File: src/rtl/core/balance_pd_torque_controller_assert.svh
// ----------------------------------------------------------------------------
// Assertion macros for the balance PD torque controller
// Concurrent checks, clocked on i_clk and disabled while i_rst_n is low.
// ----------------------------------------------------------------------------
`ifndef BALANCE_PD_TORQUE_CONTROLLER_ASSERT_SVH
`define BALANCE_PD_TORQUE_CONTROLLER_ASSERT_SVH

// Consequent must hold in the same cycle as the antecedent
`define BPD_ASSERT_NOW(lbl, ante, cons, msg) \
    lbl: assert property (@(posedge i_clk) disable iff (!i_rst_n) (ante) |-> (cons)) \
        else $error(msg);

// Consequent must hold in the cycle after the antecedent
`define BPD_ASSERT_NEXT(lbl, ante, cons, msg) \
    lbl: assert property (@(posedge i_clk) disable iff (!i_rst_n) (ante) |=> (cons)) \
        else $error(msg);

`endif

File: src/rtl/core/balpd_pkg.sv
`timescale 1ns / 1ps
// ----------------------------------------------------------------------------
// balpd_pkg
// Shared widths, register map, datapath op codes and rounding/saturation
// helpers for the balance PD torque controller.
// ----------------------------------------------------------------------------
package balpd_pkg;

    // Stream and config port widths
    localparam int IN_W       = 112;
    localparam int OUT_W      = 96;
    localparam int CFG_ADDR_W = 6;
    localparam int CFG_DATA_W = 64;

    // Datapath widths
    localparam int A_W    = 42;           // multiplier operand A, signed
    localparam int B_W    = 25;           // multiplier operand B, signed
    localparam int PW     = A_W + B_W;    // product
    localparam int SAT_W  = PW;           // saturation input width
    localparam int RND_W  = PW - 23;      // product after >>24 with rounding
    localparam int ACC_W  = 45;           // torque accumulators
    localparam int D_W    = 41;           // wheel differences
    localparam int ERR_W  = 33;           // tilt error

    // Sync term factors, Q0.24
    localparam logic signed [B_W-1:0] SYNC_ANGLE_GAIN = 25'sd3754937;
    localparam logic signed [B_W-1:0] SYNC_RATE_GAIN  = 25'sd187747;

    localparam logic [PW:0] RND_HALF = (PW+1)'(24'h800000);

    // Register map (index = paddr[5:3])
    typedef enum logic [2:0] {
        REG_TILT_PROP_GAIN  = 3'd0,
        REG_TILT_RATE_GAIN  = 3'd1,
        REG_WHEEL_PROP_GAIN = 3'd2,
        REG_WHEEL_RATE_GAIN = 3'd3,
        REG_LEAN_SETPOINT   = 3'd4,
        REG_TRAVEL_LIMIT    = 3'd5,
        REG_SAMPLE_PERIOD   = 3'd6,
        REG_SAMPLE_RATE     = 3'd7
    } t_reg_idx;

    typedef struct packed {
        logic signed [23:0] tilt_prop_gain;
        logic signed [23:0] tilt_rate_gain;
        logic signed [23:0] wheel_prop_gain;
        logic signed [23:0] wheel_rate_gain;
        logic signed [31:0] lean_setpoint;
        logic signed [39:0] travel_limit;
        logic        [23:0] sample_period;
        logic        [15:0] sample_rate;
    } t_cfg;

    // Reset values
    localparam logic signed [23:0] RST_TILT_PROP_GAIN  = -24'sd2508698;
    localparam logic signed [23:0] RST_TILT_RATE_GAIN  = -24'sd855363;
    localparam logic signed [23:0] RST_WHEEL_PROP_GAIN = -24'sd32768;
    localparam logic signed [23:0] RST_WHEEL_RATE_GAIN = -24'sd88906;
    localparam logic signed [31:0] RST_LEAN_SETPOINT   = 32'sd838861;
    localparam logic signed [39:0] RST_TRAVEL_LIMIT    = 40'sd436207616;
    localparam logic        [23:0] RST_SAMPLE_PERIOD   = 24'd16777;
    localparam logic        [15:0] RST_SAMPLE_RATE     = 16'd1000;

    // Datapath steps, issued in this order by the controller
    localparam int OP_W = 5;
    typedef enum logic [OP_W-1:0] {
        OP_NONE,
        OP_TILT_MUL,
        OP_TILT_ACC,
        OP_WHEEL,
        OP_DIFF,
        OP_MUL_RR,
        OP_MUL_LR,
        OP_MUL_TKP,
        OP_MUL_TKD,
        OP_MUL_WKP_R,
        OP_MUL_WKD_R,
        OP_MUL_WKP_L,
        OP_MUL_WKD_L,
        OP_MUL_SA,
        OP_MUL_SR,
        OP_LAST_ACC,
        OP_OUT
    } t_op;

    typedef struct packed {
        t_op  op;
        logic capture;   // latch the input item
        logic load_out;  // load the output register
    } t_cmd;

    // Arithmetic shift right by 24, round half up
    function automatic logic signed [RND_W-1:0] rnd24(input logic signed [PW-1:0] p);
        logic [PW:0] t;
        t = (PW+1)'(p) + RND_HALF;
        return t[PW:24];
    endfunction

    function automatic logic signed [31:0] sat32(input logic signed [SAT_W-1:0] v);
        if ((&v[SAT_W-1:31]) || !(|v[SAT_W-1:31]))
            return v[31:0];
        return v[SAT_W-1] ? 32'h8000_0000 : 32'h7FFF_FFFF;
    endfunction

    function automatic logic signed [39:0] sat40(input logic signed [SAT_W-1:0] v);
        if ((&v[SAT_W-1:39]) || !(|v[SAT_W-1:39]))
            return v[39:0];
        return v[SAT_W-1] ? 40'h80_0000_0000 : 40'h7F_FFFF_FFFF;
    endfunction

endpackage

File: src/rtl/core/balpd_ctrl.sv
`timescale 1ns / 1ps
// ----------------------------------------------------------------------------
// balpd_ctrl
// Sequencer: takes one item, steps the datapath through its op list, then
// hands the result to the output register when that is free.
// ----------------------------------------------------------------------------
module balpd_ctrl (
    input  logic                i_clk,
    input  logic                i_rst_n,
    input  logic                i_s_tvalid,
    output logic                o_s_tready,
    output logic                o_m_tvalid,
    input  logic                i_m_tready,
    output balpd_pkg::t_cmd     o_cmd
);
    import balpd_pkg::*;

    typedef enum logic [1:0] {
        S_IDLE,
        S_RUN,
        S_OUT
    } t_state;

    t_state r_state, n_state;
    t_op    r_op, n_op;
    logic   r_ready, n_ready;
    logic   r_out_valid, n_out_valid;
    logic   w_slot_free;

    assign w_slot_free = !r_out_valid || i_m_tready;

    // Next state and registered outputs
    always_comb begin
        n_state     = r_state;
        n_op        = r_op;
        n_ready     = r_ready;
        n_out_valid = r_out_valid;
        if (r_out_valid && i_m_tready)
            n_out_valid = 1'b0;
        unique case (r_state)
            S_IDLE: begin
                if (i_s_tvalid && r_ready) begin
                    n_state = S_RUN;
                    n_op    = OP_TILT_MUL;
                    n_ready = 1'b0;
                end
            end
            S_RUN: begin
                if (r_op == OP_LAST_ACC) begin
                    n_state = S_OUT;
                    n_op    = OP_OUT;
                end else begin
                    n_op = t_op'(OP_W'(r_op) + OP_W'(1));
                end
            end
            S_OUT: begin
                if (w_slot_free) begin
                    n_state     = S_IDLE;
                    n_op        = OP_NONE;
                    n_ready     = 1'b1;
                    n_out_valid = 1'b1;
                end
            end
            default: begin
                n_state = S_IDLE;
                n_op    = OP_NONE;
                n_ready = 1'b1;
            end
        endcase
    end

    always_ff @(posedge i_clk) begin
        if (!i_rst_n) begin
            r_state     <= S_IDLE;
            r_op        <= OP_NONE;
            r_ready     <= 1'b1;
            r_out_valid <= 1'b0;
        end else begin
            r_state     <= n_state;
            r_op        <= n_op;
            r_ready     <= n_ready;
            r_out_valid <= n_out_valid;
        end
    end

    assign o_s_tready     = r_ready;
    assign o_m_tvalid     = r_out_valid;
    assign o_cmd.op       = r_op;
    assign o_cmd.capture  = i_s_tvalid && r_ready;
    assign o_cmd.load_out = (r_state == S_OUT) && w_slot_free;

endmodule

File: config.mk
export PLATFORM = sky130hd
export DESIGN_NAME = balpd_ctrl
export DESIGN_NICKNAME = d
export VERILOG_FILES = /design/src/rtl/core/balance_pd_torque_controller_assert.svh /design/src/rtl/core/balpd_pkg.sv /design/src/rtl/core/balpd_ctrl.sv
export SDC_FILE = /design/constraint.sdc
export NUM_CORES = 1
export LEC_CHECK = 0
export BUFFER_PORTS_ARGS = -buffer_cell sky130_fd_sc_hd__buf_2
export CORE_AREA = 2 2 39 41
export CTS_BUF_LIST = sky130_fd_sc_hd__clkbuf_8
export DETAILED_ROUTE_END_ITERATION = 7
export DIE_AREA = 0 0 41 43
export SYNTH_ARGS = -nofsm -noshare
export SYNTH_HDL_FRONTEND = slang
export SYNTH_SLANG_ARGS = --single-unit
File: constraint.sdc
create_clock -name i_clk -period 2.05 [get_ports i_clk]
set_clock_uncertainty 0.2 [all_clocks]
set_input_delay 0.41 -clock i_clk [delete_from_list [all_inputs] [get_ports i_clk]]
set_output_delay 0.41 -clock i_clk [all_outputs]
set_load 0.005 [all_outputs]
======== After elaboration in Yosys (flattened, before gate mapping) ========
Cells that the tools add are included.
W data, S select, Z words.
storage, ports and cells
  bits in registers ....................... 9
  input port bits ......................... 4
  output and inout bits ................... 9
operators by class
  add/subtract/negate cells ............... 1
  equality and inequality tests ........... 6
  muxes and demuxes ....................... 14
  bitwise logic cells ..................... 1
  reductions and logical operators ........ 9
operators with widths
  cell                   number
  $mux W5                3
  $pmux W5 S3            1
  $mux W2                3
  $ne A2 B2 Y1 const B   3
  $pmux W2 S3            1
  $reduce_and A3 Y1      2
  $add A5 B1 Y5 const B  1
  $eq A5 B4 Y1 const B   1
  $mux W1                5
  $logic_and A1 B1 Y1    3
  $pmux W1 S3            1
  $eq A2 B1 Y1 const B   1
  $eq A2 B2 Y1 const B   1
  $logic_not A2 Y1       1
  $reduce_and A2 Y1      1
  $logic_not A1 Y1       1
  $logic_or A1 B1 Y1     1
  $not A1 Y1             1

======== Depth between registers and ports, before layout ========
  depth after elaboration ................. 4
  mapped depth ............................ 6
  depth with buffers taken out ............ 6

======== Worst setup path before layout ========
OpenSTA, ideal clock, no wires.
  path kind ............................... register to register
  start ................................... reg r_op[0]
  end ..................................... reg r_op[3]
  setup time .............................. 0.091 ns
  data arrival time ....................... 1.532 ns
  required time ........................... 1.759 ns
  path slack .............................. 0.227 ns
  cell stages (with the launch flop) ...... 7
  period minus slack after synthesis ...... 1.823 ns
  path through ............................ dfxtp_1 ha_1 and3_1 ha_1 nor3b_2 a41oi_1 a311oi_1
on the way
  word-level cells in the longest chain between the ends .. 3
  elaborated cells on any way between the ends .. 4
  those cells by class .................... add/sub: 1; eq/ne: 1; mux: 2
ends and longest elaborated chain
  what                                           line                                text
  from (decl)                                    balpd_ctrl.sv:25                    t_op r_op, n_op;
  from (signal assigned)                         balpd_ctrl.sv:80                    r_op <= n_op;
  $add A5 B1 Y5 or $eq A5 B4 Y1 (tied branches)  balpd_ctrl.sv:53, balpd_ctrl.sv:49
  $mux W5 (*)                                    balpd_ctrl.sv:49                    if (r_op == OP_LAST_ACC) begin
  $pmux W5 S3 (*)                                balpd_ctrl.sv:40                    unique case (r_state)
Mark *: on every way between the ends. The rest lies on a longest branch, timed or not.
A chain may end at the register's enable or synchronous reset.

======== Worst setup path after layout ========
  start ................................... reg r_op[1]
  end ..................................... reg r_op[3]
The elaborated chain is that of the path after synthesis.

==> metrics.txt <==
# TYPE chip_impl_metric gauge
chip_impl_metric{name="critPathArrivalTime",unit="ps"} 1840
chip_impl_metric{name="synth_enable_flop_cells",unit=""} 0
chip_impl_info{name="cts_root_buffer",value="sky130_fd_sc_hd__clkbuf_8"} 1
chip_impl_metric{name="timing.final.ws_setup",unit="ps"} 146.1
chip_impl_info{name="grt_setup_unrepaired",value="false"} 1
chip_impl_metric{name="fin_crit_sh",unit=""} 0.9287
chip_impl_metric{name="die_x",unit="um"} 41
chip_impl_metric{name="yosysTopAreaCellShare",unit=""} 0.3881
chip_impl_metric{name="finalWirelength",unit="um"} 962
chip_impl_metric{name="timing.final.setup_violations",unit=""} 0
chip_impl_metric{name="leakagePower",unit="nW"} 0.2527
chip_impl_metric{name="grt_pass1_wl",unit="um"} 1421
chip_impl_metric{name="drive_gt1_frac",unit=""} 0.2941
chip_impl_metric{name="drt_drc_violations_left",unit=""} 0
chip_impl_metric{name="core_region_area",unit="mm^2"} 0.001384
chip_impl_metric{name="floorplan.die_area",unit="mm^2"} 0.001763
chip_impl_metric{name="first_global_vias",unit=""} 345
chip_impl_metric{name="num_rows",unit=""} 14
chip_impl_info{name="netlist_top_cells_count",value="sky130_fd_sc_hd__dfxtp_1 (9), sky130_fd_sc_hd__a21oi_1 (8), sky130_fd_sc_hd__nand2b_1 (5), sky130_fd_sc_hd__o21ai_1 (4), sky130_fd_sc_hd__inv_1 (3)"} 1
chip_impl_metric{name="ant_nets",unit=""} 0
chip_impl_metric{name="first_pass_iters",unit=""} 4
chip_impl_info{name="criticalPathCategory",value="reg2reg"} 1
chip_impl_metric{name="cts_buffer_count",unit=""} 3
chip_impl_metric{name="post_synth_num_cell_types",unit=""} 23
chip_impl_metric{name="syn_area_per_cell",unit="um^2"} 8.927
chip_impl_metric{name="routed_wire_length_per_instance",unit="um"} 11.45
chip_impl_metric{name="dr_total_vias",unit=""} 417
chip_impl_metric{name="global_route.usage.total",unit=""} 0.1285
chip_impl_metric{name="detailed_router_s_first_iteration_violation_count",unit=""} 10
chip_impl_metric{name="syn-num-nets",unit=""} 58
chip_impl_metric{name="critical_path_peak_fanout",unit=""} 5
chip_impl_metric{name="layout.filler_cells",unit=""} 147
chip_impl_info{name="run_status",value="finished, final reports clean"} 1
chip_impl_metric{name="grt-ovfl-total",unit=""} 0
chip_impl_metric{name="die-height",unit="um"} 43
chip_impl_metric{name="worst_skew_pair.late_latency",unit="ps"} 240
chip_impl_metric{name="timing.final.max_slew_violations",unit=""} 0
chip_impl_metric{name="synthToLayoutAreaGrowth",unit="%"} 28.30
chip_impl_info{name="synthMostInstantiatedCell",value="sky130_fd_sc_hd__dfxtp_1"} 1
chip_impl_metric{name="finalNetCount",unit=""} 75
chip_impl_metric{name="async_flop_share",unit=""} 0
chip_impl_metric{name="ys_seq_elements",unit=""} 9
chip_impl_metric{name="max-slew-margin-rel",unit=""} 0.7651
chip_impl_metric{name="period_needed",unit="ps"} 1904
chip_impl_metric{name="fmax",unit="MHz"} 525.2
chip_impl_metric{name="clock_sink_count",unit=""} 9
chip_impl_metric{name="synth-seq-area-share",unit=""} 0.3881
chip_impl_metric{name="fin_tns_setup",unit="ps"} 0
chip_impl_metric{name="buffer_ports.inserted",unit=""} 12
chip_impl_metric{name="grt_max_degree",unit=""} 11
chip_impl_metric{name="finalHoldViolCount",unit=""} 0
chip_impl_metric{name="cts-root-to-sink-buffers",unit=""} 2
chip_impl_metric{name="critical_path_required",unit="ps"} 1990
chip_impl_metric{name="synth_cells",unit=""} 52
chip_impl_metric{name="cap_viol_max_count",unit=""} 0
chip_impl_metric{name="cts.reportedPaths.clkPinSlew",unit="ps"} 40
chip_impl_info{name="dominantRegCellSynth",value="sky130_fd_sc_hd__dfxtp_1"} 1
chip_impl_info{name="holdCritPathClass",value="in2reg"} 1
chip_impl_metric{name="place_worst_setup_slack",unit="ps"} 103.5
chip_impl_metric{name="initial_antenna_violation_count",unit=""} 0
chip_impl_metric{name="via_per_inst",unit=""} 4.964
chip_impl_metric{name="boundaryPins",unit=""} 13
chip_impl_metric{name="cts.htree.levels",unit=""} 1
chip_impl_metric{name="placer_s_final_routability_congestion_estimate",unit=""} 0.6973
chip_impl_info{name="start_kind",value="flip-flop"} 1
chip_impl_info{name="end_kind",value="flip-flop"} 1
chip_impl_metric{name="p_per_cell_area",unit="mW/mm^2"} 751.8
chip_impl_info{name="synth.largest_area_cell",value="sky130_fd_sc_hd__dfxtp_1"} 1
chip_impl_metric{name="start_util",unit=""} 0.3354
chip_impl_metric{name="worst-slew-pin-transition",unit="ps"} 351.8
chip_impl_metric{name="antenna_diodes",unit=""} 0
chip_impl_metric{name="synthesis.yosys.warnings",unit=""} 0
chip_impl_info{name="tritoncts",value="done"} 1
chip_impl_metric{name="netlist_area",unit="um^2"} 464.2
chip_impl_info{name="synth.area.top_cells",value="sky130_fd_sc_hd__dfxtp_1 (39%), sky130_fd_sc_hd__a21oi_1 (8.6%), sky130_fd_sc_hd__nand2b_1 (6.7%)"} 1
chip_impl_metric{name="power.ir.vdd_worst",unit="mV"} 0.2540
chip_impl_metric{name="hpwl_after_detailed_placement",unit="um"} 685.6
chip_impl_metric{name="post_cts_hold_buffer_count",unit=""} 0
cell type report:
class / count / area [um^2] / share of cell area
sequential: 9 / 180.2 / 0.3025
multi-input combinational: 39 / 271.5 / 0.4559
clock buffer: 3 / 41.29 / 0.06933
inverter: 3 / 11.26 / 0.01891
clock inverter: 1 / 3.754 / 0.006303
tap: 16 / 20.02 / 0.03361
timing repair buffer: 13 / 67.56 / 0.1134
metrics by stage:
| stage | utilization | area [um^2] | power, mW | hold WS (ps) | std cells |
|---|---|---|---|---|---|
| after global routing | 0.4304 | 595.6 | 0.4722 | 192.9 | 84 |
| after floorplan | - | 464.2 | 0.2289 | 283.5 | 52 |
| after CTS | 0.4259 | 589.3 | 0.4565 | 161.0 | 84 |
| final | 0.4304 | 595.6 | 0.4478 | 175.8 | 84 |
| after global placement | 0.3933 | 544.3 | 0.2468 | 283.0 | 80 |
| after detailed placement | 0.3933 | 544.3 | 0.2472 | 295.6 | 80 |
logic make-up (layout without fill, tap and decap cells):
group | Yosys count | count (layout) | synth area share
and+or+nand+nor | 20 | 20 | 0.2884
AOI/OAI and AO/OA | 17 | 17 | 0.2291
DFF | 9 | 9 | 0.3881
buffers and inverters | 4 | 20 | 0.04044
adders and majority gates | 2 | 2 | 0.05390
metal layers:
layer,track usage,up-vias,part of all wire
met4,0.1200,0,0.032
met3,0.06283,3,0.033
met2,0.1469,8,0.45
met1,0.1640,188,0.49
met5,0,-,0
li1,-,218,-
worst max-delay path, cell delays in order (launching register included):
cell and delay (ps):
sky130_fd_sc_hd__dfxtp_1 340, sky130_fd_sc_hd__ha_1 210, sky130_fd_sc_hd__and3_1 180, sky130_fd_sc_hd__ha_1 240, sky130_fd_sc_hd__nor3b_4 260, sky130_fd_sc_hd__a41oi_1 150, sky130_fd_sc_hd__a311oi_1 230
sequential cells by signal, indices dropped and copies added, names as in the netlist:
register and cells:
r_state 2, o_m_tvalid 1, o_s_tready 1, r_op 5
where the power goes:
group | internal, mW | leakage [nW] | total, mW | switching, mW
Combinational | 0.0279 | 0.152 | 0.0546 | 0.0267
Sequential | 0.183 | 0.0734 | 0.192 | 0.00889
Clock | 0.130 | 0.0269 | 0.202 | 0.0711
placed cells by master, fill, tap and decap left out:
cell and n:
sky130_fd_sc_hd__buf_2 12, sky130_fd_sc_hd__and3_1 1, sky130_fd_sc_hd__a311oi_1 2, sky130_fd_sc_hd__nor2_1 1, sky130_fd_sc_hd__and2_1 1, sky130_fd_sc_hd__buf_4 1
sky130_fd_sc_hd__and3b_1 1, sky130_fd_sc_hd__nand2b_1 5, sky130_fd_sc_hd__a21oi_1 8, sky130_fd_sc_hd__nor2_2 1, sky130_fd_sc_hd__inv_1 4, sky130_fd_sc_hd__dfxtp_1 9
sky130_fd_sc_hd__o21bai_1 1, sky130_fd_sc_hd__nor3b_4 1, sky130_fd_sc_hd__nand3_1 1, sky130_fd_sc_hd__clkbuf_8 3, sky130_fd_sc_hd__o21ai_1 4, sky130_fd_sc_hd__a211oi_2 1
sky130_fd_sc_hd__ha_1 2, sky130_fd_sc_hd__nor3_1 2, sky130_fd_sc_hd__a41oi_1 1, sky130_fd_sc_hd__nor2b_1 2, sky130_fd_sc_hd__nor3b_1 1, sky130_fd_sc_hd__and4bb_4 1
sky130_fd_sc_hd__nand2_1 2
timing repair:
| action | 4_1_cts | 5_1_grt |
|---|---|---|
| setup endpoints to repair | 0 | 1 |
| resized for setup | 0 | 1 |
| hold endpoints to repair | 0 | 0 |
| setup buffers | 0 | 0 |
final timing paths:
kind	slack, ps	startpoint	cells after the start	endpoint
min reg2reg	300	r_op[4]	2	r_op[4]
max reg2reg	150	r_op[1]	6	r_op[3]
max	150	r_op[1]	6	r_op[3]
min	180	i_rst_n	2	o_s_tready
Power figures use the tool's default switching activity.
