$ cat src/rtl/core/balance_pd_torque_controller_assert.svh
// ----------------------------------------------------------------------------
// Assertion macros for the balance PD torque controller
// Concurrent checks, clocked on i_clk and disabled while i_rst_n is low.
// ----------------------------------------------------------------------------
`ifndef BALANCE_PD_TORQUE_CONTROLLER_ASSERT_SVH
`define BALANCE_PD_TORQUE_CONTROLLER_ASSERT_SVH

// Consequent must hold in the same cycle as the antecedent
`define BPD_ASSERT_NOW(lbl, ante, cons, msg) \
    lbl: assert property (@(posedge i_clk) disable iff (!i_rst_n) (ante) |-> (cons)) \
        else $error(msg);

// Consequent must hold in the cycle after the antecedent
`define BPD_ASSERT_NEXT(lbl, ante, cons, msg) \
    lbl: assert property (@(posedge i_clk) disable iff (!i_rst_n) (ante) |=> (cons)) \
        else $error(msg);

`endif

$ cat src/rtl/core/balpd_pkg.sv
`timescale 1ns / 1ps
// ----------------------------------------------------------------------------
// balpd_pkg
// Shared widths, register map, datapath op codes and rounding/saturation
// helpers for the balance PD torque controller.
// ----------------------------------------------------------------------------
package balpd_pkg;

    // Stream and config port widths
    localparam int IN_W       = 112;
    localparam int OUT_W      = 96;
    localparam int CFG_ADDR_W = 6;
    localparam int CFG_DATA_W = 64;

    // Datapath widths
    localparam int A_W    = 42;           // multiplier operand A, signed
    localparam int B_W    = 25;           // multiplier operand B, signed
    localparam int PW     = A_W + B_W;    // product
    localparam int SAT_W  = PW;           // saturation input width
    localparam int RND_W  = PW - 23;      // product after >>24 with rounding
    localparam int ACC_W  = 45;           // torque accumulators
    localparam int D_W    = 41;           // wheel differences
    localparam int ERR_W  = 33;           // tilt error

    // Sync term factors, Q0.24
    localparam logic signed [B_W-1:0] SYNC_ANGLE_GAIN = 25'sd3754937;
    localparam logic signed [B_W-1:0] SYNC_RATE_GAIN  = 25'sd187747;

    localparam logic [PW:0] RND_HALF = (PW+1)'(24'h800000);

    // Register map (index = paddr[5:3])
    typedef enum logic [2:0] {
        REG_TILT_PROP_GAIN  = 3'd0,
        REG_TILT_RATE_GAIN  = 3'd1,
        REG_WHEEL_PROP_GAIN = 3'd2,
        REG_WHEEL_RATE_GAIN = 3'd3,
        REG_LEAN_SETPOINT   = 3'd4,
        REG_TRAVEL_LIMIT    = 3'd5,
        REG_SAMPLE_PERIOD   = 3'd6,
        REG_SAMPLE_RATE     = 3'd7
    } t_reg_idx;

    typedef struct packed {
        logic signed [23:0] tilt_prop_gain;
        logic signed [23:0] tilt_rate_gain;
        logic signed [23:0] wheel_prop_gain;
        logic signed [23:0] wheel_rate_gain;
        logic signed [31:0] lean_setpoint;
        logic signed [39:0] travel_limit;
        logic        [23:0] sample_period;
        logic        [15:0] sample_rate;
    } t_cfg;

    // Reset values
    localparam logic signed [23:0] RST_TILT_PROP_GAIN  = -24'sd2508698;
    localparam logic signed [23:0] RST_TILT_RATE_GAIN  = -24'sd855363;
    localparam logic signed [23:0] RST_WHEEL_PROP_GAIN = -24'sd32768;
    localparam logic signed [23:0] RST_WHEEL_RATE_GAIN = -24'sd88906;
    localparam logic signed [31:0] RST_LEAN_SETPOINT   = 32'sd838861;
    localparam logic signed [39:0] RST_TRAVEL_LIMIT    = 40'sd436207616;
    localparam logic        [23:0] RST_SAMPLE_PERIOD   = 24'd16777;
    localparam logic        [15:0] RST_SAMPLE_RATE     = 16'd1000;

    // Datapath steps, issued in this order by the controller
    localparam int OP_W = 5;
    typedef enum logic [OP_W-1:0] {
        OP_NONE,
        OP_TILT_MUL,
        OP_TILT_ACC,
        OP_WHEEL,
        OP_DIFF,
        OP_MUL_RR,
        OP_MUL_LR,
        OP_MUL_TKP,
        OP_MUL_TKD,
        OP_MUL_WKP_R,
        OP_MUL_WKD_R,
        OP_MUL_WKP_L,
        OP_MUL_WKD_L,
        OP_MUL_SA,
        OP_MUL_SR,
        OP_LAST_ACC,
        OP_OUT
    } t_op;

    typedef struct packed {
        t_op  op;
        logic capture;   // latch the input item
        logic load_out;  // load the output register
    } t_cmd;

    // Arithmetic shift right by 24, round half up
    function automatic logic signed [RND_W-1:0] rnd24(input logic signed [PW-1:0] p);
        logic [PW:0] t;
        t = (PW+1)'(p) + RND_HALF;
        return t[PW:24];
    endfunction

    function automatic logic signed [31:0] sat32(input logic signed [SAT_W-1:0] v);
        if ((&v[SAT_W-1:31]) || !(|v[SAT_W-1:31]))
            return v[31:0];
        return v[SAT_W-1] ? 32'h8000_0000 : 32'h7FFF_FFFF;
    endfunction

    function automatic logic signed [39:0] sat40(input logic signed [SAT_W-1:0] v);
        if ((&v[SAT_W-1:39]) || !(|v[SAT_W-1:39]))
            return v[39:0];
        return v[SAT_W-1] ? 40'h80_0000_0000 : 40'h7F_FFFF_FFFF;
    endfunction

endpackage

$ cat src/rtl/core/balpd_regs.sv
`timescale 1ns / 1ps
// ----------------------------------------------------------------------------
// balpd_regs
// APB-style register file holding gains, setpoint, travel limit and timing.
// ----------------------------------------------------------------------------
module balpd_regs (
    input  logic                                i_clk,
    input  logic                                i_rst_n,
    input  logic                                i_psel,
    input  logic                                i_penable,
    input  logic                                i_pwrite,
    input  logic [balpd_pkg::CFG_ADDR_W-1:0]    i_paddr,
    input  logic [balpd_pkg::CFG_DATA_W-1:0]    i_pwdata,
    output logic [balpd_pkg::CFG_DATA_W-1:0]    o_prdata,
    output logic                                o_pready,
    output balpd_pkg::t_cfg                     o_cfg
);
    import balpd_pkg::*;

    t_cfg     r_cfg;
    t_reg_idx w_idx;
    logic     w_wr;

    assign o_pready = 1'b1;
    assign w_idx    = t_reg_idx'(i_paddr[CFG_ADDR_W-1:3]);
    assign w_wr     = i_psel && i_penable && i_pwrite && o_pready;
    assign o_cfg    = r_cfg;

    // Register writes
    always_ff @(posedge i_clk) begin
        if (!i_rst_n) begin
            r_cfg.tilt_prop_gain  <= RST_TILT_PROP_GAIN;
            r_cfg.tilt_rate_gain  <= RST_TILT_RATE_GAIN;
            r_cfg.wheel_prop_gain <= RST_WHEEL_PROP_GAIN;
            r_cfg.wheel_rate_gain <= RST_WHEEL_RATE_GAIN;
            r_cfg.lean_setpoint   <= RST_LEAN_SETPOINT;
            r_cfg.travel_limit    <= RST_TRAVEL_LIMIT;
            r_cfg.sample_period   <= RST_SAMPLE_PERIOD;
            r_cfg.sample_rate     <= RST_SAMPLE_RATE;
        end else if (w_wr) begin
            unique case (w_idx)
                REG_TILT_PROP_GAIN:  r_cfg.tilt_prop_gain  <= i_pwdata[23:0];
                REG_TILT_RATE_GAIN:  r_cfg.tilt_rate_gain  <= i_pwdata[23:0];
                REG_WHEEL_PROP_GAIN: r_cfg.wheel_prop_gain <= i_pwdata[23:0];
                REG_WHEEL_RATE_GAIN: r_cfg.wheel_rate_gain <= i_pwdata[23:0];
                REG_LEAN_SETPOINT:   r_cfg.lean_setpoint   <= i_pwdata[31:0];
                REG_TRAVEL_LIMIT:    r_cfg.travel_limit    <= i_pwdata[39:0];
                REG_SAMPLE_PERIOD:   r_cfg.sample_period   <= i_pwdata[23:0];
                REG_SAMPLE_RATE:     r_cfg.sample_rate     <= i_pwdata[15:0];
                default: ;
            endcase
        end
    end

    // Read mux, raw register bits zero-extended
    always_comb begin
        o_prdata = '0;
        unique case (w_idx)
            REG_TILT_PROP_GAIN:  o_prdata = CFG_DATA_W'($unsigned(r_cfg.tilt_prop_gain));
            REG_TILT_RATE_GAIN:  o_prdata = CFG_DATA_W'($unsigned(r_cfg.tilt_rate_gain));
            REG_WHEEL_PROP_GAIN: o_prdata = CFG_DATA_W'($unsigned(r_cfg.wheel_prop_gain));
            REG_WHEEL_RATE_GAIN: o_prdata = CFG_DATA_W'($unsigned(r_cfg.wheel_rate_gain));
            REG_LEAN_SETPOINT:   o_prdata = CFG_DATA_W'($unsigned(r_cfg.lean_setpoint));
            REG_TRAVEL_LIMIT:    o_prdata = CFG_DATA_W'($unsigned(r_cfg.travel_limit));
            REG_SAMPLE_PERIOD:   o_prdata = CFG_DATA_W'(r_cfg.sample_period);
            REG_SAMPLE_RATE:     o_prdata = CFG_DATA_W'(r_cfg.sample_rate);
            default:             o_prdata = '0;
        endcase
    end

endmodule

$ cat config.mk
export PLATFORM = sky130hd
export DESIGN_NAME = balpd_regs
export DESIGN_NICKNAME = d
export VERILOG_FILES = /design/src/rtl/core/balance_pd_torque_controller_assert.svh /design/src/rtl/core/balpd_pkg.sv /design/src/rtl/core/balpd_regs.sv
export SDC_FILE = /design/constraint.sdc
export NUM_CORES = 1
export LEC_CHECK = 0
export CAP_MARGIN = 10
export CORE_MARGIN = 1
export CORE_UTILIZATION = 40
export CTS_CLUSTER_DIAMETER = 200
export CTS_CLUSTER_SIZE = 10
export DETAILED_ROUTE_END_ITERATION = 10
export DONT_BUFFER_PORTS = 1
export GPL_TIMING_DRIVEN = 0
export SETUP_SLACK_MARGIN = 0.3
export SLEW_MARGIN = 5
export SYNTH_ARGS = -nofsm -noshare
export SYNTH_HDL_FRONTEND = slang
export SYNTH_SLANG_ARGS = --single-unit
export TNS_END_PERCENT = 5
$ cat constraint.sdc
create_clock -name i_clk -period 1.6 [get_ports i_clk]
set_input_delay 0.32 -clock i_clk [delete_from_list [all_inputs] [get_ports i_clk]]
set_output_delay 0.32 -clock i_clk [all_outputs]
set_load 0.05 [all_outputs]
Word level (Yosys, flattened, before mapping):

Index checks and enable logic that the tools add are counted.

* add/sub/neg operators: 0
* multipliers: 0
* div/mod/pow operators: 0
* $lt $le $gt $ge: 0
* eq/ne operators: 7
* shift operators: 0
* multiplexer cells: 1
* bitwise logic cells: 0
* reductions and logical operators: 11

Operator list (count)
* one-hot mux 64 bit (8 select lines): 1
* AND reduction 2 bit: 8
* equality test 3 bit (second input constant): 4
* equality test 3 x 2 -> 1 bit (second input constant): 2
* equality test 3 x 1 -> 1 bit (second input constant): 1
* logical NOT 3 bit: 1
* logical AND 1 bit: 2

* flip-flop bits (word level): 208
* bits in latches: 0
* RAM bits: 0
* bits in read-only memories: 0
* output and inout port bits: 273
* word-level logic and storage cells: 27
* memories: 0

Longest topological paths before layout:

Gate-level depths: netlist of the first run.

* depth in word-level cells: 3
* depth in mapped cells: 7
* gate-level depth less buffers: 3

Worst setup path after synthesis of the first run:

Ideal clock, no wire load.

* path type: input to output
* start point: input i_paddr[3] (netlist name)
* end point: output o_prdata[0] (netlist name)
* arrival: 2.021 ns
* path slack: -0.741 ns
* stages on the path: 6
* path through: buf_4 -> buf_2 -> nor2_1 -> clkbuf_1 -> a21oi_1 -> a31oi_1

* word-level cells in the longest chain between the ends: 2

Ends and longest elaborated chain
* start, declared: line balpd_regs.sv:12 `input logic [balpd_pkg::CFG_ADDR_W-1:0] i_paddr,`
* equality test 3 bit (tied with other cells): line balpd_regs.sv:58 `unique case (w_idx)`
* one-hot mux 64 bit (8 select lines) (*): line balpd_regs.sv:58
* end, declared: line balpd_regs.sv:14 `output logic [balpd_pkg::CFG_DATA_W-1:0] o_prdata,`

Mark *: on every way between the ends. The rest lies on a longest branch, timed or not. The select of a mux whose other input is x is not followed.

Final worst setup path of the first run:

* start point: register r_cfg, in the netlist o_cfg[180]
* end point: output o_prdata[20] (netlist name)

* word-level cells in the longest chain between the ends: 1

Ends and longest elaborated chain
* start, declared: line balpd_regs.sv:20 `t_cfg r_cfg;`
* one-hot mux 64 bit (8 select lines): line balpd_regs.sv:58

Every way passes these cells. The select of a mux whose other input is x is not followed.

==> results summary, run 1 <==
The synthesis-to-layout area growth is 33.2%. The final number of hold-violating endpoints is 0. The number of nets at the end of the flow is around 1,200. For this run, the total global-route usage over all layers was measured as 34.7%. In this run the most critical hold path is launched from i_pwdata[25]. The highest layer touched by signal routing is met4. Measured against its own limit, the worst slew margin works out to between 30% and 40%.

The run finished, with violations left. The final worst-path cycle share came out at 135%. By startpoint and endpoint, the worst setup path is classified as reg -> out. Max-cap violations in this run came to 0. The worst setup path is captured at a primary output. The ratio of cells with drive above 1 in the final layout came out at about two fifths. In this design, the largest share of critical-path delay is due to compound AO/OA/AOI/OAI gates. The net switching power figure came out at about 3.5 mW.

The die covers around 25,000 sq um. The checks that failed: setup timing. The synthesis warning total came out at 0. Yosys mapped a number of flops with a built-in enable equal to 0. The sequential group share of total power is between 40% and 50%. TritonCTS built the clock tree.

The post-synthesis instance area is a little under 10,000 sq um. The row count came out at 56. The first global-routing pass estimated 61,500 um of wire. Derived from the worst setup path, the maximum achievable clock frequency is roughly 460 MHz. For the worst-skew pair, the clock arrives at the later sink with an insertion delay of around 510 ps.

The met3 wire length is 6000 um. The via count of the first global-routing pass is around 8,700. The number of H-tree levels came out at 1. On the critical path, the stage with the largest delay is an instance of sky130_fd_sc_hd__dfxtp_4. The unique cell type count in the Yosys netlist came out at 46.

The number of cells produced by synthesis is roughly 1,100. The x dimension of the die came out at between 150 and 200 um. Combinational cells account for ~14% of the total power. The total number of clock tree sinks came out at 208. The core region is between 20,000 and 25,000 sq um.

The cell area after layout is ~13,000 sq um. The placed cell count came out at 1,406. The total congestion overflow came out at 0. The kind of path behind the tightest hold check is in -> reg. The data required time of the worst path is 1280 ps. The transition time of the tightest slew-check pin came out at 972 ps. The tree is rooted in a sky130_fd_sc_hd__clkbuf_16. IR analysis of the VDD net gives a maximum drop of about 0.6 mV.

The post-layout total power is ~12 mW. The placed instance area came out at between 10,000 and 15,000 sq um. The count of buffers inserted at the top-level ports came out at 0.

The critical path data arrival time came out at ~1800 ps. The launch instance of the worst register-to-register path is o_cfg[3]. Traced cell by cell, the critical path runs through mux2i_1, a221o_1, a41oi_4. For this configuration, the core starts out at a cell density of approximately two fifths. The first-pass iteration count of the detailed router came out at 5. The setup check on the worst reg-to-reg path leaves a slack of about 780 ps. The HPWL after detailed placement is roughly 31,000 um. The total buffers and inverters traversed by the critical path is 0. The CTS buffer count came out at 24. After synthesis, the mean cell area works out to about 9 sq um.

The internal power of the cells totals about 8.2 mW. The final antenna diode count came out at 0. The final setup slack of the worst path came out at -558 ps.

For hold timing, the worst endpoint is o_cfg[65]. The weighted congestion reported at the end of routability-driven placement came out at approximately 0.90. The sequential share of the synthesized area came out at 42.8%. The number of flip-flops under the largest register name came out at ~210. For this block, wires on met1 add up to 16,600 um. The post-placement setup slack came out at -650 ps. The final clock skew came out at 0 ps.

The post-route DRC violation count is 0. The number of antenna violations at the first check in global routing came out at 0. The register bit count reported by yosys came out at approximately 210. Of all nets on the critical path, the largest fanout is 3. The leakage power came out at 4.98 nW. After detailed routing, the met2 layer carries 19,700 um of wire. The number of pins exceeding their max-slew limit in the final report came out at 0. The number of design-rule violations left by the first detailed-router iteration came out at about 850. The worst setup path is launched from a register. The time the worst path needs with I/O delays and setup is ~2200 ps.

The largest net degree at the start of global routing came out at 12. In this run switching power makes up between 30% and 40% of total power. Of all flip-flops after synthesis, the portion carrying an async set or reset was 0%. In this run the critical register-to-register path is captured at o_cfg[3]. The per-cell routed wire length came out at a little over 30 um. The number of vias after detailed routing is around 9,000. The setup total negative slack is -11,540 ps.

The layout has about 2,200 filler cells. Setup violations remaining at the end of the flow were counted as 37. The clock transition at the registers of the reported paths is around 50 ps. The longest individual stage delay on the worst path is between 400 and 500 ps. The count of nets left with antenna violations after detail routing came out at 0. The I/O pin count is around 350. The wire length reported by the detailed router is 44,300 um. The count of non-filler cells in the finished layout came out at ~1,500.

The clock passes through at most 3 buffers. The fraction of power consumed by the clock network came out at approximately two fifths. The die height came out at roughly 160 um. Using the TritonRoute via totals, the vias-per-cell ratio works out to 6.31.

The worst register-to-register path has a depth of 2. Setup repair after global routing could not meet its margin everywhere. In this run the power density over the cells is roughly 910 nW/um^2. The flip-flop cell with the highest count after synthesis is sky130_fd_sc_hd__dfxtp_1. The number of cells on the worst hold path is 2.

In this run the post-CTS setup repair buffer count came out at 0.
cell usage in the layout, fill, tap and decap left out, types with 13 or more instances in the layout:
| master | instances |
|---|---|
| sky130_fd_sc_hd__inv_1 | 49 |
| sky130_fd_sc_hd__clkbuf_16 | 26 |
| sky130_fd_sc_hd__dlygate4sd3_1 | 33 |
| sky130_fd_sc_hd__o21ai_0 | 48 |
| sky130_fd_sc_hd__dfxtp_4 | 208 |
| sky130_fd_sc_hd__nor2_1 | 19 |
| sky130_fd_sc_hd__o31ai_1 | 13 |
| sky130_fd_sc_hd__conb_1 | 25 |
| sky130_fd_sc_hd__a31oi_4 | 13 |
| sky130_fd_sc_hd__nand2_1 | 173 |
| sky130_fd_sc_hd__clkbuf_1 | 27 |
| sky130_fd_sc_hd__o211ai_1 | 70 |
| sky130_fd_sc_hd__buf_6 | 16 |
| sky130_fd_sc_hd__nand2b_1 | 15 |
| sky130_fd_sc_hd__a32oi_1 | 14 |
| sky130_fd_sc_hd__mux2i_1 | 151 |
| sky130_fd_sc_hd__nand3_1 | 23 |
| sky130_fd_sc_hd__buf_2 | 14 |
| sky130_fd_sc_hd__buf_4 | 34 |
cell families (layout without fill, tap and decap cells):
logic type             count (synthesis)  after routing  share of synthesized area, %
muxes                                176            176                          18.4
other                                  2             25                        0.0772
and+or+nand+nor                      291            291                          14.1
DFF                                  208            208                          42.8
buffers and inverters                171            230                          9.11
AOI/OAI and AO/OA                    216            216                          15.5
Yosys cell counts (8+ instances only):
library cell	number	area [sq um]
sky130_fd_sc_hd__dfxtp_1	208	4160
sky130_fd_sc_hd__nand2_1	173	649
sky130_fd_sc_hd__mux2i_1	157	1570
sky130_fd_sc_hd__o211ai_1	70	526
sky130_fd_sc_hd__inv_1	49	184
sky130_fd_sc_hd__o21ai_0	49	245
sky130_fd_sc_hd__clkbuf_1	43	161
sky130_fd_sc_hd__buf_4	35	263
sky130_fd_sc_hd__buf_2	30	150
sky130_fd_sc_hd__nor2_1	29	109
sky130_fd_sc_hd__a32oi_1	27	236
sky130_fd_sc_hd__nand3_1	24	120
sky130_fd_sc_hd__mux2_2	19	214
sky130_fd_sc_hd__a21oi_1	16	80.1
sky130_fd_sc_hd__nand2b_1	15	93.8
sky130_fd_sc_hd__a31oi_1	13	81.3
sky130_fd_sc_hd__nor3b_1	13	97.6
sky130_fd_sc_hd__o31ai_1	13	97.6
sky130_fd_sc_hd__buf_6	10	113
sky130_fd_sc_hd__and3_1	8	50.1
layer usage:
layer,global-route usage [%],vias up
li1,-,3896
met1,43.3,4571
met2,54.1,654
met3,11.4,130
met4,15.5,0
met5,0,-
area by class of cell:
| cell class | instances | area (sq um) | area share, % |
|---|---|---|---|
| Sequential cell | 208 | 4940 | 38.2 |
| Buffer | 122 | 965 | 7.45 |
| Multi-Input combinational cell | 708 | 5490 | 42.4 |
| Clock buffer | 26 | 639 | 4.94 |
| Tap cell | 319 | 399 | 3.08 |
| Inverter | 49 | 184 | 1.42 |
| Timing Repair Buffer | 33 | 330 | 2.55 |
stage by stage:
step                hold slack (ps)  utilization (%)
floorplan                       462                -
global placement                465             45.1
detailed placement              473             45.1
CTS                           0.204             54.2
global route                   20.9             54.7
finish                         6.35             54.7
power groups by stage:
| stage | sequential [mW] | combinational (mW) | clock [mW] |
|---|---|---|---|
| finish | 5.15 | 1.68 | 4.89 |
| detailed placement | 5.58 | 1.45 | 0 |
| global placement | 5.57 | 1.45 | 0 |
| floorplan | 5.55 | 1.09 | 0 |
| global route | 5.16 | 1.72 | 5.09 |
| CTS | 5.15 | 1.61 | 4.90 |
worst max path at each step:
| stage | from | to | slack [ps] | cells after the start |
|---|---|---|---|---|
| 2_1_floorplan | i_paddr[4] | o_prdata[19] | -160 | 5 |
| 3_3_place_gp | i_paddr[3] | o_prdata[5] | -640 | 6 |
| 3_5_place_dp | i_paddr[3] | o_prdata[5] | -650 | 6 |
| 4_1_cts | o_cfg[180] | o_prdata[20] | -560 | 3 |
| 5_1_grt | o_cfg[180] | o_prdata[20] | -590 | 3 |
| 6_report | o_cfg[180] | o_prdata[20] | -560 | 3 |
timing repair:
item                                    CTS  global route
pin swaps                                29            21
hold endpoints to repair                 58             0
gates resized for setup                 502            37
hold buffers                             33             0
endpoints found under the setup margin  336           234
(Power assumes the default switching activity.)
==> run 2, diff against run 1 <==
==> constraint.sdc (replaced) <==
create_clock -name i_clk -period 2.8 [get_ports i_clk]
set_input_delay 0.56 -clock i_clk [delete_from_list [all_inputs] [get_ports i_clk]]
set_output_delay 0.56 -clock i_clk [all_outputs]
set_load 0.05 [all_outputs]
==> run 2 against run 1 <==
Net effect:
- routed wire length is 2.1% lower
- utilization down 6.5 points
- combinational power is 49% lower
- sequential share of layout area shrank 0.56 points
- the run now ends clean
- clock skew unchanged
- highest routed layer unchanged
- worst hold slack gained 180 ps
- count of clock-buffer cells in the layout is the same
- die area unchanged
- register-to-register slack better by 880 ps
- global-route usage is 0.78 points lower
- first-iteration DRC count increased by 4.0%
- via count shrank 4.0%
==> results summary, run 2 (same netlist as run 1, synthesis figures left out) <==
The run finished with clean final reports. The full die area came out at roughly 25,000 sq um. The leakage power is around 4.6 nW. During I/O placement, the number of pins put on the boundary was approximately 350. The library cells used most frequently in the layout, excluding fill and tap cells, are sky130_fd_sc_hd__nand2_1, sky130_fd_sc_hd__mux2i_1, sky130_fd_sc_hd__dfxtp_1. The detailed router finished its first iteration with slightly below 900 violations.

The buffer depth of the longest clock path is 3. The die is 158 um wide. STA classifies the critical path startpoint as an input pin.

The count of nets left with antenna violations once routing finished came out at 0. The first-pass GRT wire length came out at between 60,000 and 70,000 um. The per-cell routed wire length came out at approximately 30 um. The power density over the cells came out at 594 nW/um^2.

In this run the number of cells on the critical path is 6. The effective utilization at floorplan came out at 41.1%. The largest net degree at the start of global routing is 12. For hold timing, the worst endpoint is o_cfg[74]. Across all register-to-register paths, the minimum setup slack is 1660 ps. The number of flip-flops under the largest register name is approximately 210.

For the worst setup path, the data required time is ~2200 ps. Setup repair after global routing could not meet its margin everywhere. The worst-case IR drop observed on VDD is 0.344 mV. The path class of the tightest hold or removal check is in -> reg.

In the routed design, unresolved DRC markers number 0. The first-pass iteration count of the detailed router came out at 5. The count of buffers inserted at the top-level ports came out at 0. The final antenna diode count came out at 0.

The weighted congestion reported at the end of routability-driven placement came out at between 0.9 and 1. The transition time of the tightest slew-check pin is about 1000 ps. The worst hold path passes through 2 cells. Data arrives at the worst endpoint at approximately 2000 ps. The cell count of the worst reg-to-reg path came out at 2. The number of buffers and inverters on the critical path is 4. The die height is roughly 160 um.

Setup violations remaining at the end of the flow were counted as 0. Setup slack closes at around 270 ps. Overall power consumption after layout is estimated at roughly 6.8 mW. The number of antenna violations at the first check in global routing came out at 0. The utilization after layout is between 40% and 50%. The total congestion overflow came out at 0. The area of the core region is 23,700 sq um. For this run, the slowest stage of the critical path takes between 400 and 500 ps. Static timing analysis puts the maximum clock frequency at between 300 and 400 MHz. The post-placement setup slack is -650 ps. The setup total negative slack came out at 0 ps. The number of nets at the end of the flow is 1,188. On the critical path, the stage with the largest delay is an instance of sky130_fd_sc_hd__a31oi_4. Once the clock tree was built, the setup fixing pass inserted 0 buffers. The final worst-path cycle share is between 90% and 100%.

The startpoint identified for the worst register-to-register timing path is o_cfg[95]. The initialized floorplan defines 56 standard-cell rows. Hold repair after CTS inserted 0 buffers. The CTS buffer count came out at 24. In this run the number of H-tree levels came out at 1. The max capacitance violation total is 0. Traced cell by cell, the critical path runs through buf_4, buf_6, buf_6, buf_6, a32oi_1, a31oi_4. The worst path needs roughly 2500 ps of the cycle, external delays included. The clock transition at the registers of the reported paths came out at approximately 50 ps. The cell sitting at the root of the clock tree is a sky130_fd_sc_hd__clkbuf_16. The cell that appears most often on the critical path is sky130_fd_sc_hd__buf_6. The final number of hold-violating endpoints came out at 0. The startpoint identified for the worst hold timing path is i_pwdata[34]. The ratio of cells with drive above 1 in the final layout is 24.3%. The type of destination of the critical path is a primary output. Hold is met by about 190 ps.

In this run the critical register-to-register path is captured at o_cfg[95]. The detailed-route vias per instance came out at 6.20. The number of pins exceeding their max-slew limit in the final report is 0.

The clock reaches the later pin of the worst-skew pair after between 500 and 600 ps. The worst slew margin relative to its limit is between 30% and 40%. The total number of clock tree sinks is between 200 and 250. The via count of the first global-routing pass came out at about 8,500. The final layout contains routed wiring with a total length of approximately 43,000 um. The largest fanout on the critical path came out at 10. The aggregate global-route resource usage came out at 33.9%. The dominant delay contributor by cell family on the critical path is buffers and inverters. The final clock skew is 0 ps. From synthesis to final layout, the design area changed by 17.4%. The number of vias after detailed routing came out at 8,878. The layout has between 2,000 and 2,500 filler cells. TritonCTS built the clock tree. The worst setup path is of the in -> out kind. The library cell used most frequently in the layout, excluding fill and tap cells, is sky130_fd_sc_hd__nand2_1. The HPWL reported at the end of detailed placement is between 30,000 and 40,000 um.
run 2: layout make-up:
cell class / count / area (sq um) / share of cell area (%)
multi-input combinational: 708 / 5090 / 44.6
sequential: 208 / 4290 / 37.6
tap: 319 / 399 / 3.50
inverter: 49 / 184 / 1.61
buffer: 122 / 810 / 7.09
clock buffer: 26 / 639 / 5.60
run 2: repair_timing:
action | 4_1_cts | 5_1_grt
resized for setup | 105 | 86
setup endpoints to repair | 40 | 24
endpoints found under the hold margin | 0 | 0
pin swaps | 9 | 7
gates cloned | 0 | 0
run 2: worst max-delay path by stage:
stage,from,endpoint,slack (ps)
finish,i_paddr[3],o_prdata[13],270
global route,i_paddr[5],o_prdata[6],260
CTS,o_cfg[173],o_prdata[13],180
detailed placement,i_paddr[3],o_prdata[20],-650
global placement,i_paddr[3],o_prdata[20],-630
floorplan,i_paddr[3],o_prdata[20],20
run 2: where the power goes:
| group | internal (mW) | switching [mW] | total (mW) |
|---|---|---|---|
| Clock | 1.59 | 1.22 | 2.81 |
| Sequential | 2.99 | 0.133 | 3.12 |
| Combinational | 0.211 | 0.642 | 0.853 |
| Total | 4.78 | 2.00 | 6.78 |
run 2: worst register-to-register path: stages (launching register included):
cell                       delay [ps]
sky130_fd_sc_hd__dfxtp_1          730
sky130_fd_sc_hd__o21ai_0          200
sky130_fd_sc_hd__o211ai_1         130
run 2: through the flow:
step                      cell area [sq um]  std cells
after floorplan                        9890       1087
after global placement                10300       1406
after detailed placement              10300       1406
after CTS                             11300       1432
after global routing                  11400       1432
final                                 11400       1432
run 2: per-layer routing:
layer	global-route usage [%]	routed length (um)	vias up
li1	-	-	3800
met1	41.0	16100	4348
met2	53.4	19500	623
met3	13.4	6220	107
met4	13.8	1650	0
met5	0	0	-
